**config.mk**
```make
export PLATFORM = sky130hd
export DESIGN_NAME = bfss_front
export DESIGN_NICKNAME = d
export VERILOG_FILES = /design/src/design/bfss_pkg.sv /design/src/design/bfss_front.sv
export SDC_FILE = /design/constraint.sdc
export NUM_CORES = 1
export LEC_CHECK = 0
export ABC_AREA = 1
export BUFFER_PORTS_ARGS = -buffer_cell sky130_fd_sc_hd__buf_4
export CORE_UTILIZATION = 49
export DETAILED_ROUTE_END_ITERATION = 7
export PLACE_DENSITY = 0.75
export SLEW_MARGIN = 40
export SYNTH_ARGS = -nofsm -noshare
export SYNTH_HDL_FRONTEND = slang
export SYNTH_SLANG_ARGS = --single-unit
```
**constraint.sdc**
```tcl
create_clock -name clk -period 2.2 [get_ports clk]
set_clock_uncertainty 0.15 [all_clocks]
set_input_delay 0.33 -clock clk [delete_from_list [all_inputs] [get_ports clk]]
set_output_delay 0.33 -clock clk [all_outputs]
set_load 0.1 [all_outputs]
```
**src/design/bfss_pkg.sv**
```systemverilog
// shared types and constants of the bloom filter string set unit
`timescale 1ns / 1ps
package bfss_pkg;

  // one queued byte of a string
  typedef struct packed {
    logic       func;
    logic [7:0] char_byte;
    logic       last_byte;
  } bfss_item_t;

  localparam int FuncLookup = 0;
  localparam int FuncInsert = 1;

  localparam int Mul37     = 37;
  localparam int Mul17     = 17;
  localparam int Mul11     = 11;
  localparam int Mul9      = 9;
  localparam int Start37   = 8;
  localparam int StartSum  = 0;
  localparam int Start17   = 1;
  localparam int Start11   = 4;
  localparam int StartPow  = 1;
  localparam int CfgWidth  = 13;
  localparam int SizeReset = 4096;

endpackage

```
**src/design/bfss_front.sv**
```systemverilog
// front end: input acceptance and a two-entry byte queue
`timescale 1ns / 1ps
module bfss_front (
  input  logic                clk,
  input  logic                rst_n,
  input  logic                hold,
  input  logic                in_valid,
  output logic                in_ready,
  input  logic                in_func,
  input  logic [7:0]          in_char_byte,
  input  logic                in_last_byte,
  output logic                item_valid,
  input  logic                item_ready,
  output bfss_pkg::bfss_item_t item
);

  bfss_pkg::bfss_item_t q_r [2];
  logic       wr_ptr_r, wr_ptr_nxt;
  logic       rd_ptr_r, rd_ptr_nxt;
  logic [1:0] cnt_r, cnt_nxt;
  logic       push, pop;

  assign in_ready   = (cnt_r != 2'd2) && !hold;
  assign item_valid = (cnt_r != 2'd0);
  assign item       = q_r[rd_ptr_r];
  assign push       = in_valid && in_ready;
  assign pop        = item_valid && item_ready;

  always_comb begin
    wr_ptr_nxt = push ? ~wr_ptr_r : wr_ptr_r;
    rd_ptr_nxt = pop ? ~rd_ptr_r : rd_ptr_r;
    cnt_nxt    = cnt_r;
    if (push && !pop) begin
      cnt_nxt = cnt_r + 2'd1;
    end else if (pop && !push) begin
      cnt_nxt = cnt_r - 2'd1;
    end
  end

  always_ff @(posedge clk) begin
    if (!rst_n) begin
      wr_ptr_r <= 1'b0;
      rd_ptr_r <= 1'b0;
      cnt_r    <= 2'd0;
    end else begin
      wr_ptr_r <= wr_ptr_nxt;
      rd_ptr_r <= rd_ptr_nxt;
      cnt_r    <= cnt_nxt;
    end
  end

  always_ff @(posedge clk) begin
    if (push) begin
      q_r[wr_ptr_r] <= '{func: in_func, char_byte: in_char_byte, last_byte: in_last_byte};
    end
  end

endmodule

```
==> results.sh <==
export IMPL_post_cts_buffers=0
export IMPL_regToRegStartpoint="cnt_r[1]"
export IMPL_p_int_uw=768
export IMPL_power_switching_fraction_pct=42.9
export IMPL_htreeDepth=1
export IMPL_synth_area_um2=987
export IMPL_cts_resized=0
export IMPL_start_util_pct=54.8
export IMPL_synth_compound_area_share_pct=2.28
export IMPL_whs_path_depth=1
export IMPL_die_area_mm2=0.00220
export IMPL_p_per_area_mw_per_mm2=1080
export IMPL_final_common_cell="buf_4"
export IMPL_met2_usage_pct=33.1
export IMPL_outcome="complete, no violations"
export IMPL_first_pass_iters=4
export IMPL_final_cell_mix="buf_4 (27), edfxtp_1 (20), inv_1 (10), mux2_2 (10), nand2_1 (9)"
export IMPL_drv_slew=0
export IMPL_worst_r2r_endpoint="cnt_r[1]"
export IMPL_rsz0062_at_grt="no"
export IMPL_grt_first_pass_wirelength_mm=2.42
export IMPL_synth_area_leaders="edfxtp_1 (61%), mux2_2 (11%), dfxtp_1 (10%)"
export IMPL_hp_class="primary input to register"
export IMPL_detail_route_wl_per_cell_um=12.1
export IMPL_clk_latency_ps=300
export IMPL_synth_top_area_share_pct=60.8
export IMPL_worst_ir_drop_vdd_mv=0.703
export IMPL_leakagePower_uw=0.000519
export IMPL_cts_path_max_buffers=2
export IMPL_io_pins=27
export IMPL_worst_pin_slew_ps=438
export IMPL_vias=622
export IMPL_cts_sinks=25
export IMPL_yosys_area_top_type="edfxtp_1"
export IMPL_syn_area_per_cell_um2=13.7
export IMPL_reg2regPathDepth=8
export IMPL_fin_tns_setup_ps=0
export IMPL_worstPathArrival_ps=1550
export IMPL_finalHoldViolations=0
export IMPL_antennaDiodeCount=0
export IMPL_cts_tree="yes"
export IMPL_fmax_ghz=0.493
export IMPL_root_buffer="clkbuf_4"
export IMPL_place_ws_ps=497
export IMPL_synth_top_family_by_area="multiplexers"
export IMPL_die_x_um=46.9
export IMPL_power_switching_uw=576
export IMPL_grt_pass1_vias=636
export IMPL_timing_reg2reg_setup_slack_ps=670
export IMPL_core_area_mm2=0.00180
export IMPL_fin_crit_ps=2030
export IMPL_rows=15
export IMPL_synth_fp_nets=88
export IMPL_yosysUniqueCellTypes=16
export IMPL_synth_seq_cells=25
export IMPL_synth_xor_area_share_pct=0
export IMPL_io_buffers=26
export IMPL_synth_seq_area_share_pct=71.0
export IMPL_min_delay_start="in_char_byte[2]"
export IMPL_worst_slack_ps=174
export IMPL_synthAdderAreaFrac_pct=1.27
export IMPL_drt_antenna_violating_nets=0
export IMPL_yosys_area_share_simple_pct=9.13
export IMPL_routed_wl_mm=1.54
export IMPL_worst_path_max_fanout=10
export IMPL_antenna_found_initial=0
export IMPL_p_seq_share_pct=44.1
export IMPL_setup_viol=0
export IMPL_comb_power_share_pct=41.7
export IMPL_max_slew_margin_pct=70.8
export IMPL_cts_hold_buf=0
export IMPL_min_to="q_r[0][3]"
export IMPL_crit_type="register to output port"
export IMPL_yosysWarnings=0
export IMPL_required_ps=1720
export IMPL_die_y_um=46.9
export IMPL_fin_nets=119
export IMPL_power_frac_clock_pct=14.3
export IMPL_total_power_uw=1340
export IMPL_syn_inst=72
export IMPL_area_growth_pct=26.0
export IMPL_grt_use_total_pct=16.9
export IMPL_drt_iter0_markers=14
export IMPL_post_route_drc_count=0
export IMPL_synthMuxAreaShare_pct=11.4
export IMPL_grt_busiest_layer="met2"
export IMPL_cp_start_kind="register"
export IMPL_gp_congestion=0.795
export IMPL_grtUsageMet1_pct=15.5
export IMPL_grt_overflow_total=0
export IMPL_dp_final_hpwl_mm=1.18
export IMPL_maxCapViolCount=0
export IMPL_period_share_pct=92.1
export IMPL_numCtsBuffers=3
export IMPL_fill_cells=150
export IMPL_grt_use_met3_pct=4.62
export IMPL_via_per_inst=4.90
export IMPL_critPathCaptureType="output port"
export IMPL_grt_max_degree=14
export IMPL_cts_clk_slew_worst_paths_ps=120
export IMPL_drive_above_1_share_pct=43.1
[cells in the mapped netlist]
library cell  count
o21a_1            1
a21oi_1           2
edfxtp_1         20
nand4_1           2
mux2_2           10
nand3_2           1
nand2_2           1
o21ai_0           1
buf_4             1
ha_1              1
nand3_1           1
inv_1            10
dfxtp_1           5
nor2_1            6
nand2_1           9
inv_2             1
[stage by stage]
step / hold WS [ps] / util (%) / std cells / cell area (um^2)
after detailed placement: 345 / 67.6 / 123 / 1220
after global routing: 22.2 / 69.0 / 127 / 1240
after CTS: 39.6 / 69.0 / 127 / 1240
after global placement: 330 / 67.6 / 123 / 1220
final: 51.8 / 69.0 / 127 / 1240
after floorplan: 279 / - / 72 / 991
[how the worst max path moves through the flow]
stage	to	slack [ps]	cells past startpoint
finish	item[4]	170	2
CTS	item[5]	140	2
global route	item[4]	60	2
global placement	item[4]	510	2
floorplan	in_ready	380	2
detailed placement	item[5]	500	2
[area by class of cell]
cell class	instances	area, um^2	area share (%)
Inverter	11	41.3	3.32
Sequential cell	25	701	56.3
Tap cell	25	31.3	2.52
Clock buffer	4	26.3	2.11
Multi-Input combinational cell	35	241	19.4
Timing Repair Buffer	27	203	16.3
[flip-flops by register name, indices dropped and copies added (netlist names), named ones only]
signal	cells
q_r	20
cnt_r	2
rd_ptr_r	1
wr_ptr_r	1
[kinds of logic after synthesis]
kind of cell | count (synthesis)
adders and majority gates | 1
DFF | 25
buffers and inverters | 12
AOI/OAI and AO/OA | 4
and+or+nand+nor | 20
muxes | 10
[power by group through the flow]
stage                     clock network, uW  registers [uW]  logic (uW)
after floorplan                           0             585         472
after global placement                    0             603         554
after detailed placement                  0             605         563
after CTS                               202             594         564
after global routing                    221             600         591
final                                   192             592         560
[metal layers]
metal	part of all wire (%)	wire (um)
met5	0	0
met4	0.72	11
met3	4.5	69
met2	55	841
met1	40	615
[critical path: stages (launching register included)]
cell and delay, ps:
dfxtp_1 610, mux2_2 400, buf_4 230
Power figures use the tool's default switching activity.
